**config.mk**
```make
export PLATFORM = sky130hd
export DESIGN_NAME = depthwise_mac_requantize
export DESIGN_NICKNAME = d
export VERILOG_FILES = /design/src/rtl/dmr_pkg.sv /design/src/rtl/dmr_front.sv /design/src/rtl/dmr_job_queue.sv /design/src/rtl/dmr_back.sv /design/src/rtl/depthwise_mac_requantize.sv
export SDC_FILE = /design/constraint.sdc
export NUM_CORES = 2
export LEC_CHECK = 0
export BUFFER_PORTS_ARGS = -buffer_cell sky130_fd_sc_hd__buf_4
export CAP_MARGIN = 20
export CORE_ASPECT_RATIO = 0.8
export CORE_MARGIN = 10
export CORE_UTILIZATION = 50
export CTS_BUF_LIST = sky130_fd_sc_hd__clkbuf_4 sky130_fd_sc_hd__clkbuf_8 sky130_fd_sc_hd__clkbuf_16
export CTS_CLUSTER_DIAMETER = 40
export CTS_CLUSTER_SIZE = 20
export DETAILED_ROUTE_END_ITERATION = 6
export PLACE_DENSITY = 0.77
export SLEW_MARGIN = 15
export SYNTH_ARGS = -nofsm -noshare
export SYNTH_HDL_FRONTEND = slang
export SYNTH_SLANG_ARGS = --single-unit
```
**constraint.sdc**
```tcl
create_clock -name clk -period 9.8 [get_ports clk]
set_input_delay 0.98 -clock clk [delete_from_list [all_inputs] [get_ports clk]]
set_output_delay 0.98 -clock clk [all_outputs]
set_load 0.02 [all_outputs]
```
**src/rtl/dmr_pkg.sv**
```systemverilog
package dmr_pkg;

    localparam int JOB_DEPTH  = 4;
    localparam int JOB_PTR_W  = $clog2(JOB_DEPTH);
    localparam int OUT_DEPTH  = 4;
    localparam int OUT_PTR_W  = $clog2(OUT_DEPTH);

    localparam int CFG_ADDR_W = 2;
    localparam int CFG_DATA_W = 8;

    localparam int ACC_W       = 32;
    localparam int PROD_W      = 2 * ACC_W;
    localparam int ROUND_SHIFT = 24;
    localparam int QUOT_W      = PROD_W - ROUND_SHIFT;
    localparam int CLAMP_W     = QUOT_W + 2;

    localparam logic signed [CLAMP_W-1:0] OUT_OFFSET = CLAMP_W'(128);

    typedef enum logic [CFG_ADDR_W-1:0] {
        REG_MIN_VALUE = 2'd0,
        REG_MAX_VALUE = 2'd1
    } cfg_reg_t;

    typedef struct packed {
        logic signed [ACC_W-1:0] sum;
        logic        [ACC_W-1:0] scale;
    } job_t;

    typedef struct packed {
        logic signed [CFG_DATA_W-1:0] min_value;
        logic signed [CFG_DATA_W-1:0] max_value;
    } clamp_cfg_t;

endpackage

```
**src/rtl/dmr_front.sv**
```systemverilog
module dmr_front (
    input  logic                clk,
    input  logic                rst_n,
    input  logic                accept,
    input  logic signed [15:0]  sample,
    input  logic signed [15:0]  weight,
    input  logic signed [31:0]  bias,
    input  logic        [31:0]  scale,
    input  logic                first_tap,
    input  logic                last_tap,
    output logic                job_push,
    output dmr_pkg::job_t       job
);
    import dmr_pkg::*;

    logic signed [ACC_W-1:0] acc_reg;
    logic signed [ACC_W-1:0] acc_next;
    logic signed [ACC_W-1:0] product;
    logic signed [ACC_W-1:0] base;

    assign product  = ACC_W'(sample) * ACC_W'(weight);
    assign base     = first_tap ? bias : acc_reg;
    assign acc_next = base + product;

    always_ff @(posedge clk or negedge rst_n)
    begin
        if (!rst_n)
        begin
            acc_reg <= '0;
        end
        else if (accept)
        begin
            acc_reg <= acc_next;
        end
    end

    // hand a closed window to the job queue
    assign job_push  = accept && last_tap;
    assign job.sum   = acc_next;
    assign job.scale = scale;

endmodule

```
**src/rtl/dmr_job_queue.sv**
```systemverilog
module dmr_job_queue (
    input  logic          clk,
    input  logic          rst_n,
    input  logic          push,
    input  dmr_pkg::job_t wdata,
    output logic          full,
    input  logic          pop,
    output logic          valid,
    output dmr_pkg::job_t rdata
);
    import dmr_pkg::*;

    job_t                 mem_reg [JOB_DEPTH];
    logic [JOB_PTR_W-1:0] wr_ptr_reg;
    logic [JOB_PTR_W-1:0] rd_ptr_reg;
    logic [JOB_PTR_W:0]   count_reg;
    logic                 do_wr;
    logic                 do_rd;

    assign full  = (count_reg == (JOB_PTR_W+1)'(JOB_DEPTH));
    assign valid = (count_reg != '0);
    assign do_wr = push && !full;
    assign do_rd = pop && valid;
    assign rdata = mem_reg[rd_ptr_reg];

    always_ff @(posedge clk)
    begin
        if (do_wr)
        begin
            mem_reg[wr_ptr_reg] <= wdata;
        end
    end

    always_ff @(posedge clk or negedge rst_n)
    begin
        if (!rst_n)
        begin
            wr_ptr_reg <= '0;
            rd_ptr_reg <= '0;
            count_reg  <= '0;
        end
        else
        begin
            if (do_wr)
            begin
                wr_ptr_reg <= wr_ptr_reg + 1'b1;
            end
            if (do_rd)
            begin
                rd_ptr_reg <= rd_ptr_reg + 1'b1;
            end
            if (do_wr && !do_rd)
            begin
                count_reg <= count_reg + 1'b1;
            end
            else if (do_rd && !do_wr)
            begin
                count_reg <= count_reg - 1'b1;
            end
        end
    end

endmodule

```
**src/rtl/dmr_back.sv**
```systemverilog
module dmr_back (
    input  logic                clk,
    input  logic                rst_n,
    input  logic                job_valid,
    input  dmr_pkg::job_t       job,
    output logic                job_pop,
    input  dmr_pkg::clamp_cfg_t cfg,
    output logic                empty,
    input  logic                pop,
    output logic [7:0]          out_byte
);
    import dmr_pkg::*;

    logic                        a_valid_reg;
    logic                        a_neg_reg;
    logic [PROD_W-1:0]           a_prod_reg;
    logic                        b_valid_reg;
    logic                        b_neg_reg;
    logic [QUOT_W-1:0]           b_quot_reg;

    logic [ACC_W-1:0]            mag;
    logic [PROD_W-1:0]           rounded;
    logic signed [CLAMP_W-1:0]   quot_ext;
    logic signed [CLAMP_W-1:0]   level;
    logic signed [CLAMP_W-1:0]   hi_level;
    logic signed [CLAMP_W-1:0]   lo_level;
    logic signed [CLAMP_W-1:0]   clamped;

    logic [7:0]                  out_mem_reg [OUT_DEPTH];
    logic [OUT_PTR_W-1:0]        out_wr_ptr_reg;
    logic [OUT_PTR_W-1:0]        out_rd_ptr_reg;
    logic [OUT_PTR_W:0]          out_count_reg;
    logic [OUT_PTR_W+1:0]        in_flight;
    logic                        out_wr;
    logic                        out_rd;

    // reserve an output slot for every job in the pipe
    assign in_flight = (OUT_PTR_W+2)'(out_count_reg) + (OUT_PTR_W+2)'(a_valid_reg)
                     + (OUT_PTR_W+2)'(b_valid_reg);
    assign job_pop   = job_valid && (in_flight < (OUT_PTR_W+2)'(OUT_DEPTH));

    assign mag     = job.sum[ACC_W-1] ? ACC_W'(-job.sum) : ACC_W'(job.sum);
    assign rounded = a_prod_reg + (PROD_W'(1) << (ROUND_SHIFT - 1));

    always_ff @(posedge clk)
    begin
        if (job_pop)
        begin
            a_neg_reg  <= job.sum[ACC_W-1];
            a_prod_reg <= PROD_W'(mag) * PROD_W'(job.scale);
        end
        if (a_valid_reg)
        begin
            b_neg_reg  <= a_neg_reg;
            b_quot_reg <= rounded[PROD_W-1:ROUND_SHIFT];
        end
    end

    always_ff @(posedge clk or negedge rst_n)
    begin
        if (!rst_n)
        begin
            a_valid_reg <= 1'b0;
            b_valid_reg <= 1'b0;
        end
        else
        begin
            a_valid_reg <= job_pop;
            b_valid_reg <= a_valid_reg;
        end
    end

    assign quot_ext = signed'(CLAMP_W'(b_quot_reg));
    assign level    = b_neg_reg ? (OUT_OFFSET - quot_ext) : (quot_ext + OUT_OFFSET);
    assign hi_level = CLAMP_W'(cfg.max_value) + OUT_OFFSET;
    assign lo_level = CLAMP_W'(cfg.min_value) + OUT_OFFSET;

    // apply the upper bound first, the lower bound wins
    always_comb
    begin
        clamped = level;
        if (level > hi_level)
        begin
            clamped = hi_level;
        end
        if (clamped < lo_level)
        begin
            clamped = lo_level;
        end
    end

    assign out_wr   = b_valid_reg;
    assign out_rd   = pop && !empty;
    assign empty    = (out_count_reg == '0);
    assign out_byte = out_mem_reg[out_rd_ptr_reg];

    always_ff @(posedge clk)
    begin
        if (out_wr)
        begin
            out_mem_reg[out_wr_ptr_reg] <= clamped[7:0];
        end
    end

    always_ff @(posedge clk or negedge rst_n)
    begin
        if (!rst_n)
        begin
            out_wr_ptr_reg <= '0;
            out_rd_ptr_reg <= '0;
            out_count_reg  <= '0;
        end
        else
        begin
            if (out_wr)
            begin
                out_wr_ptr_reg <= out_wr_ptr_reg + 1'b1;
            end
            if (out_rd)
            begin
                out_rd_ptr_reg <= out_rd_ptr_reg + 1'b1;
            end
            if (out_wr && !out_rd)
            begin
                out_count_reg <= out_count_reg + 1'b1;
            end
            else if (out_rd && !out_wr)
            begin
                out_count_reg <= out_count_reg - 1'b1;
            end
        end
    end

endmodule

```
**src/rtl/depthwise_mac_requantize.sv**
```systemverilog
// Path: a last tap's window goes through the job queue, the back end's product and
// quotient registers and the result queue; it waits while the result queue is backed up.
// Throughput: one tap per cycle while not full; the accumulator adds once per cycle
// and the 32x32 requantize multiplier takes one closed window per cycle unless stalled.
// Reset (rst_n low, asynchronous): accumulator zero, queues empty,
// min_value -128, max_value 127.
module depthwise_mac_requantize (
    input  logic                               clk,
    input  logic                               rst_n,
    input  logic                               push,
    output logic                               full,
    input  logic signed [15:0]                 sample,
    input  logic signed [15:0]                 weight,
    input  logic signed [31:0]                 bias,
    input  logic        [31:0]                 scale,
    input  logic                               first_tap,
    input  logic                               last_tap,
    output logic                               empty,
    input  logic                               pop,
    output logic        [7:0]                  out_byte,
    input  logic                               cfg_write,
    input  logic [dmr_pkg::CFG_ADDR_W-1:0]     cfg_addr,
    input  logic [dmr_pkg::CFG_DATA_W-1:0]     cfg_data
);
    import dmr_pkg::*;

    clamp_cfg_t cfg_reg;
    logic       accept;
    logic       job_push;
    job_t       job_in;
    logic       job_valid;
    logic       job_pop;
    job_t       job_out;

    always_ff @(posedge clk or negedge rst_n)
    begin
        if (!rst_n)
        begin
            cfg_reg.min_value <= -8'sd128;
            cfg_reg.max_value <= 8'sd127;
        end
        else if (cfg_write)
        begin
            unique case (cfg_reg_t'(cfg_addr))
                REG_MIN_VALUE: cfg_reg.min_value <= signed'(cfg_data);
                REG_MAX_VALUE: cfg_reg.max_value <= signed'(cfg_data);
                default: ;
            endcase
        end
    end

    assign accept = push && !full;

    dmr_front u_front (
        .clk       (clk),
        .rst_n     (rst_n),
        .accept    (accept),
        .sample    (sample),
        .weight    (weight),
        .bias      (bias),
        .scale     (scale),
        .first_tap (first_tap),
        .last_tap  (last_tap),
        .job_push  (job_push),
        .job       (job_in)
    );

    dmr_job_queue u_job_queue (
        .clk   (clk),
        .rst_n (rst_n),
        .push  (job_push),
        .wdata (job_in),
        .full  (full),
        .pop   (job_pop),
        .valid (job_valid),
        .rdata (job_out)
    );

    dmr_back u_back (
        .clk       (clk),
        .rst_n     (rst_n),
        .job_valid (job_valid),
        .job       (job_out),
        .job_pop   (job_pop),
        .cfg       (cfg_reg),
        .empty     (empty),
        .pop       (pop),
        .out_byte  (out_byte)
    );

endmodule

```
### Word level (Yosys, flattened, before mapping)

Memories as Yosys holds them, arrays and structs flattened.
Cells that the tools add are included.

| operators by class | value |
|---|---|
| reduce and logical (&&, ||, !) cells | 23 |
| multipliers | 2 |
| equality and inequality tests | 2 |
| $add $sub $neg | 17 |
| $lt $le $gt $ge | 3 |
| muxes and demuxes | 13 |

Operators by type and width:

| operator | number |
|---|---|
| 42-bit 2-to-1 mux | 2 |
| 64-bit by 24-bit adder with 64-bit output (second input constant) | 1 |
| 32-bit by 32-bit multiplier with 64-bit output | 1 |
| 32-bit 2-to-1 mux | 2 |
| 42-bit > comparator | 1 |
| 42-bit by 10-bit less-than comparator with 1-bit output | 1 |
| 40-bit by 8-bit adder with 41-bit output (second input constant) | 1 |
| 8-bit by 40-bit subtractor with 41-bit output (first input constant) | 1 |
| 32-bit adder | 1 |
| 16-bit by 16-bit multiplier with 32-bit output | 1 |
| 32-bit negator | 1 |
| 8-bit by 9-bit adder with 10-bit output (second input constant) | 2 |
| 3-bit 2-to-1 mux | 4 |
| 1-bit logical AND | 10 |
| 2-bit by 1-bit adder with 2-bit output (second input constant) | 4 |
| 8-bit 2-to-1 mux | 1 |
| 3-bit by 1-bit adder with 3-bit output (second input constant) | 2 |
| 1-bit logical NOT | 6 |
| 3-bit by 1-bit subtractor with 3-bit output (second input constant) | 2 |
| 3-bit by 1-bit adder with 4-bit output | 1 |
| 4-bit by 1-bit adder with 4-bit output | 1 |
| 4-bit by 3-bit less-than comparator with 1-bit output (second input constant) | 1 |
| 1-bit 2-to-1 mux | 4 |
| 2-bit AND reduction | 2 |
| 6 further kinds | 7 |

| word-level totals | value |
|---|---|
| memory bits (writable) | 288 |
| logic and storage cells | 77 |
| register bits after elaboration | 170 |
| memories | 2 |
| input bits | 113 |
| output and inout bits | 10 |

Memory list:

| name | words | bits a word | read ports | clocked after Yosys merged registers in | wr ports | RTL line | RTL |
|---|---|---|---|---|---|---|---|
| u_job_queue.mem_reg | 4 | 64 | 1 | 0 | 1 | dmr_job_queue.sv:13 | `job_t mem_reg [JOB_DEPTH];` |
| u_back.out_mem_reg | 4 | 8 | 1 | 0 | 1 | dmr_back.sv:29 | `logic [7:0] out_mem_reg [OUT_DEPTH];` |

### Longest topological paths before layout

| logic depth | value |
|---|---|
| word-level depth | 9 |
| mapped depth | 41 |

### By module

Synthesis repeated with hierarchy kept, for this count alone.

| second synthesis, totals | value |
|---|---|
| cell total of the unflattened synthesis | 6042 |
| area, all modules | 63420.8 µm² |

Modules (own cells, without submodules):

| module | instances | cells each | area an instance (µm²) |
|---|---|---|---|
| dmr_back | 1 | 4300 | 40381.2 |
| dmr_front | 1 | 1338 | 12767.2 |
| dmr_job_queue | 1 | 369 | 9645.5 |
| depthwise_mac_requantize | 1 | 35 | 626.9 |

### Least setup slack after synthesis

Ideal clock, no wire load.

| path | value |
|---|---|
| path type | register to register |
| start point | register u_job_queue.rd_ptr_reg[1] |
| end point | register u_back.a_prod_reg[46], data pin |
| data arrival time | 10282 ps |
| period minus slack after synthesis | 10539 ps |
| stages on the path, launching flop included | 39 |
| path buffers | 8 |
| path slack | -739 ps |
| cell sequence | dfrtp_1 clkbuf_1 buf_2 buf_2 buf_1 buf_1 buf_1 clkbuf_1 mux2i_1 nand2_1 o21ai_1 clkbuf_1 nor2_1 fa_1 fa_1 fa_1 inv_1 fa_1 (+3 left out) fa_1 inv_1 fa_1 inv_1 fa_1 inv_1 ha_1 a21oi_1 o211ai_1 o21bai_1 o41a_1 a211oi_2 o21ai_1 a2111oi_1 nor3_1 a211o_1 a21oi_1 xnor2_1 |

| on the way | value |
|---|---|
| cells in the longest elaborated chain, start to end | 4 |

Ends and longest elaborated chain:

| what | RTL line | RTL |
|---|---|---|
| from (decl) | dmr_job_queue.sv:15 | `logic [JOB_PTR_W-1:0] rd_ptr_reg;` |
| from (signal assigned) | dmr_job_queue.sv:50 | `rd_ptr_reg <= rd_ptr_reg + 1'b1;` |
| memory 4 x 64 bit (*) | n/a |  |
| 32-bit negator | dmr_back.sv:42 | `assign mag = job.sum[ACC_W-1] ? ACC_W'(-job.sum) : ACC_W'(job.sum);` |
| 32-bit 2-to-1 mux | dmr_back.sv:42 |  |
| 32-bit by 32-bit multiplier with 64-bit output (*) | dmr_back.sv:50 | `a_prod_reg <= PROD_W'(mag) * PROD_W'(job.scale);` |
| to (signal assigned) | dmr_back.sv:50 |  |
| to (decl) | dmr_back.sv:16 | `logic [PROD_W-1:0] a_prod_reg;` |

Mark *: on every way between the ends. The rest lies on a longest branch, timed or not.
A chain may end at the register's enable or synchronous reset.

### Final worst setup path

| path | value |
|---|---|
| start point | register u_job_queue.rd_ptr_reg[0] |
| end point | register u_back.a_prod_reg[57], data pin |

The elaborated chain is that of the path after synthesis.

==> impl_metrics.prom <==
# TYPE chip_impl_metric gauge
chip_impl_metric{name="routed-wl-met3",unit="mm"} 25.5
chip_impl_metric{name="final.period_utilization",unit="%"} 104
chip_impl_info{name="clock_tree_from_tritoncts",value="yes"} 1
chip_impl_metric{name="first_pass_grt_wire_length",unit="mm"} 289
chip_impl_metric{name="area_growth_syn_to_layout",unit="%"} 14.6
chip_impl_metric{name="required",unit="ns"} 10.14
chip_impl_metric{name="post_synth_inst_count",unit=""} 6076
chip_impl_metric{name="wl_met1",unit="mm"} 74.0
chip_impl_info{name="critPathMostFrequentCell",value="sky130_fd_sc_hd__fa_1"} 1
chip_impl_metric{name="placementRows",unit=""} 115
chip_impl_metric{name="drive_gt1_share",unit="%"} 15.7
chip_impl_info{name="clk_root_buffer_cell",value="sky130_fd_sc_hd__clkbuf_16"} 1
chip_impl_metric{name="area_of_the_die",unit="µm²"} 138000
chip_impl_metric{name="drt_drc_violations_left",unit=""} 2
chip_impl_info{name="crit_slowest_cell",value="sky130_fd_sc_hd__fa_1"} 1
chip_impl_metric{name="nets",unit=""} 8195
chip_impl_metric{name="insertion_delay",unit="ns"} 0.62
chip_impl_metric{name="grt_pass1_vias",unit=""} 48900
chip_impl_info{name="failed_checks",value="DRC, setup timing"} 1
chip_impl_metric{name="placed_cells_incl_taps",unit=""} 8058
chip_impl_metric{name="detail_route.wl_per_cell",unit="µm"} 22.9
chip_impl_metric{name="nFillCells",unit=""} 9948
chip_impl_metric{name="yosysWarnings",unit=""} 0
chip_impl_metric{name="drt_initial_violations",unit=""} 5160
chip_impl_metric{name="slew-limit-headroom",unit="%"} 29.1
chip_impl_metric{name="timing.critical_path.arrival",unit="ns"} 10.50
chip_impl_metric{name="port-buffer-count",unit=""} 122
chip_impl_metric{name="cts_max_path_buffers",unit=""} 3
chip_impl_metric{name="h_tree_levels",unit=""} 2
chip_impl_metric{name="detail-route-antenna-nets",unit=""} 0
chip_impl_metric{name="synthesis.area_per_instance",unit="µm²"} 10.1
chip_impl_metric{name="number_of_synthesized_flops_with_an_enable_pin",unit=""} 371
chip_impl_info{name="synth_ff_type",value="sky130_fd_sc_hd__edfxtp_1"} 1
chip_impl_metric{name="cp_slowest_stage_delay",unit="ns"} 0.61
chip_impl_metric{name="timing_worst_slew_pin_value",unit="ns"} 1.06
chip_impl_metric{name="finish.cell_count_without_fillers",unit=""} 8177
chip_impl_info{name="run_status",value="complete, but fails checks"} 1
chip_impl_metric{name="totalNegativeSetupSlack",unit="ns"} -5.29
chip_impl_metric{name="die_w",unit="µm"} 413
chip_impl_info{name="unrepaired_setup_endpoints_after_global_routing",value="yes"} 1
chip_impl_metric{name="top_level_ports",unit=""} 123
chip_impl_metric{name="initial_core_util",unit="%"} 50.2
chip_impl_info{name="start_kind",value="register"} 1
chip_impl_metric{name="globalRouteTotalUtil",unit="%"} 27.2
chip_impl_metric{name="avgViaCountPerCell",unit=""} 5.64
chip_impl_info{name="crit_type",value="register to register"} 1
chip_impl_metric{name="max_cap_viol_count",unit=""} 0
chip_impl_info{name="path_delay_family",value="adder cells"} 1
chip_impl_metric{name="setup_viols_final",unit=""} 22
chip_impl_metric{name="metal2_wl",unit="mm"} 80.5
chip_impl_metric{name="gpl.final_weighted_congestion",unit=""} 1.02
chip_impl_metric{name="grt_antenna_before_repair",unit=""} 4
chip_impl_metric{name="ys_types",unit=""} 80
chip_impl_metric{name="worst_slack",unit="ns"} -0.356
chip_impl_metric{name="ys_async_sr_fraction",unit="%"} 14.7
chip_impl_metric{name="wl",unit="mm"} 187
chip_impl_metric{name="grt_max_degree",unit=""} 65
chip_impl_metric{name="synth_seq_area_share",unit="%"} 20.7
chip_impl_info{name="layout_common_cells",value="1179 x sky130_fd_sc_hd__fa_1, 1177 x sky130_fd_sc_hd__inv_1, 773 x sky130_fd_sc_hd__nand2_1, 654 x sky130_fd_sc_hd__nor2_1, 589 x sky130_fd_sc_hd__buf_4"} 1
chip_impl_metric{name="critPathBufInv",unit=""} 7
chip_impl_metric{name="drt_pre_antenna_iters",unit=""} 7
chip_impl_metric{name="placedInstanceArea",unit="µm²"} 68100
chip_impl_metric{name="timing_max_transition_violations_final",unit=""} 0
chip_impl_info{name="most_common_library_cell_in_the_layout_ignoring_fill_and_taps",value="sky130_fd_sc_hd__fa_1"} 1
chip_impl_metric{name="final.min_clock_period",unit="ns"} 10.16
chip_impl_info{name="timing.rr.end",value="u_back.a_prod_reg[57]"} 1
chip_impl_metric{name="placeableCoreArea",unit="µm²"} 123000
chip_impl_info{name="min-delay-path-class",value="input port to async pin"} 1
chip_impl_metric{name="clock_pin_slew_reported_for_the_worst_setup_and_hold_paths_after_clock_tree_synthesis",unit="ns"} 0.08
chip_impl_metric{name="post-route-cell-area",unit="µm²"} 70700
chip_impl_metric{name="timing_hold_violations_final",unit=""} 0
chip_impl_metric{name="cts_made_buffers",unit=""} 42
chip_impl_info{name="top_layer_used",value="met5"} 1
chip_impl_metric{name="path_max_fanout",unit=""} 6
chip_impl_metric{name="ys_seq_elements",unit=""} 435
chip_impl_metric{name="globalRouteOverflowTotal",unit=""} 0
chip_impl_metric{name="fin_worst_skew",unit="ns"} 0.0772
chip_impl_metric{name="highest_clock_rate",unit="MHz"} 98.5
chip_impl_metric{name="largest_register_ffs",unit=""} 256
chip_impl_metric{name="ff2ff_path_depth",unit=""} 36
chip_impl_metric{name="post_synth_instance_area",unit="µm²"} 61700
chip_impl_info{name="worstSetupEndpointType",value="register"} 1
chip_impl_metric{name="cts_hold_buf",unit=""} 0
chip_impl_metric{name="die_h",unit="µm"} 334
chip_impl_metric{name="synth.net_count",unit=""} 7768
chip_impl_metric{name="r2r_setup_slack",unit="ns"} -0.36
chip_impl_metric{name="clock_sinks",unit=""} 435
chip_impl_metric{name="dr_vias",unit=""} 46200
chip_impl_info{name="r2r_start",value="u_job_queue.rd_ptr_reg[0]"} 1
chip_impl_metric{name="post-dp-hpwl",unit="mm"} 151
chip_impl_metric{name="postLayoutCoreUtil",unit="%"} 57.6
worst max-delay path by stage:
stage | from | end | slack [ns] | cells past startpoint
floorplan | u_job_queue.rd_ptr_reg[0] | u_back.a_prod_reg[46] | -0.02 | 33
global placement | u_job_queue.rd_ptr_reg[0] | u_back.a_prod_reg[62] | -0.42 | 38
detailed placement | u_job_queue.rd_ptr_reg[0] | u_back.a_prod_reg[62] | -0.58 | 35
CTS | u_job_queue.rd_ptr_reg[0] | u_back.a_prod_reg[62] | -0.14 | 36
global route | u_job_queue.rd_ptr_reg[0] | u_back.a_prod_reg[41] | -0.63 | 36
finish | u_job_queue.rd_ptr_reg[0] | u_back.a_prod_reg[57] | -0.36 | 36
per-stage QoR:
| step | hold WS [ns] | setup WS (ns) |
|---|---|---|
| final | 0.238 | -0.356 |
| after floorplan | 0.400 | -0.0211 |
| after global routing | 0.212 | -0.628 |
| after CTS | 0.208 | -0.140 |
| after global placement | 0.403 | -0.415 |
| after detailed placement | 0.408 | -0.581 |
final cells by class:
type,instances,area (µm²),area share (%)
Timing Repair Buffer,656,5610,7.94
Clock buffer,43,1060,1.50
Clock inverter,34,489,0.692
Multi-Input combinational cell,4187,44200,62.6
Tap cell,1638,2050,2.90
Sequential cell,435,12800,18.1
Inverter,1181,4430,6.27
Antenna cell,3,7.51,0.0106
worst register-to-register path, delay by kind of cell, from the launching register on:
kind | cells | cell delay, ns
XOR/XNOR | 2 | 0.38
multiplexers | 1 | 0.56
buffers and inverters | 7 | 0.89
adder cells (fa/ha/maj) | 9 | 4.33
flip-flops | 1 | 0.46
AND/OR/NAND/NOR | 9 | 1.76
AO/OA/AOI/OAI | 8 | 1.48
cell families after synthesis:
family | after synthesis | synth area share (%)
and+or+nand+nor | 1834 | 12.8
AOI/OAI and AO/OA | 386 | 4.12
muxes | 174 | 3.93
DFF | 435 | 20.7
adders and majority gates | 1579 | 46.5
buffers and inverters | 1454 | 8.93
xor gates and xnor gates | 214 | 3.04
Yosys cell counts (15+ instances only):
library cell,number,area (µm²)
sky130_fd_sc_hd__a21oi_1,86,430
sky130_fd_sc_hd__nor4_1,21,131
sky130_fd_sc_hd__buf_2,19,95.1
sky130_fd_sc_hd__nor2_1,661,2480
sky130_fd_sc_hd__nand2_1,775,2910
sky130_fd_sc_hd__nor3_1,34,170
sky130_fd_sc_hd__nand4_1,23,144
sky130_fd_sc_hd__ha_1,390,4880
sky130_fd_sc_hd__o21ai_1,27,135
sky130_fd_sc_hd__nor2b_1,20,125
sky130_fd_sc_hd__mux2i_1,40,400
sky130_fd_sc_hd__a31oi_1,16,100
sky130_fd_sc_hd__nand3_1,52,260
sky130_fd_sc_hd__xor2_1,73,639
sky130_fd_sc_hd__o21a_1,38,285
sky130_fd_sc_hd__mux2_2,83,935
sky130_fd_sc_hd__fa_1,1189,23800
sky130_fd_sc_hd__a21o_1,46,345
sky130_fd_sc_hd__mux4_2,43,968
sky130_fd_sc_hd__and3_1,34,213
sky130_fd_sc_hd__and2_1,114,713
sky130_fd_sc_hd__inv_1,1179,4430
sky130_fd_sc_hd__o21ai_0,71,355
sky130_fd_sc_hd__nand2b_1,43,269
sky130_fd_sc_hd__xnor2_1,141,1230
sky130_fd_sc_hd__clkbuf_1,234,878
sky130_fd_sc_hd__edfxtp_1,371,11100
sky130_fd_sc_hd__dfrtp_1,56,1400
sky130_fd_sc_hd__buf_1,15,56.3
layer usage:
metal  vias up  track usage (%)
met5         -            0.790
met4        10             8.17
met3       477             9.84
met2      2834             40.1
met1     23200             37.4
li1      19600                -
repair_timing:
item	CTS	global route
endpoints found under the setup margin	27	37
cloned	0	1
pin swaps	39	44
buffers inserted	24	15
gates resized for setup	83	53
Power is not shown: default switching activity piles up to over one toggle a cycle in this logic, so the estimate is an artifact.
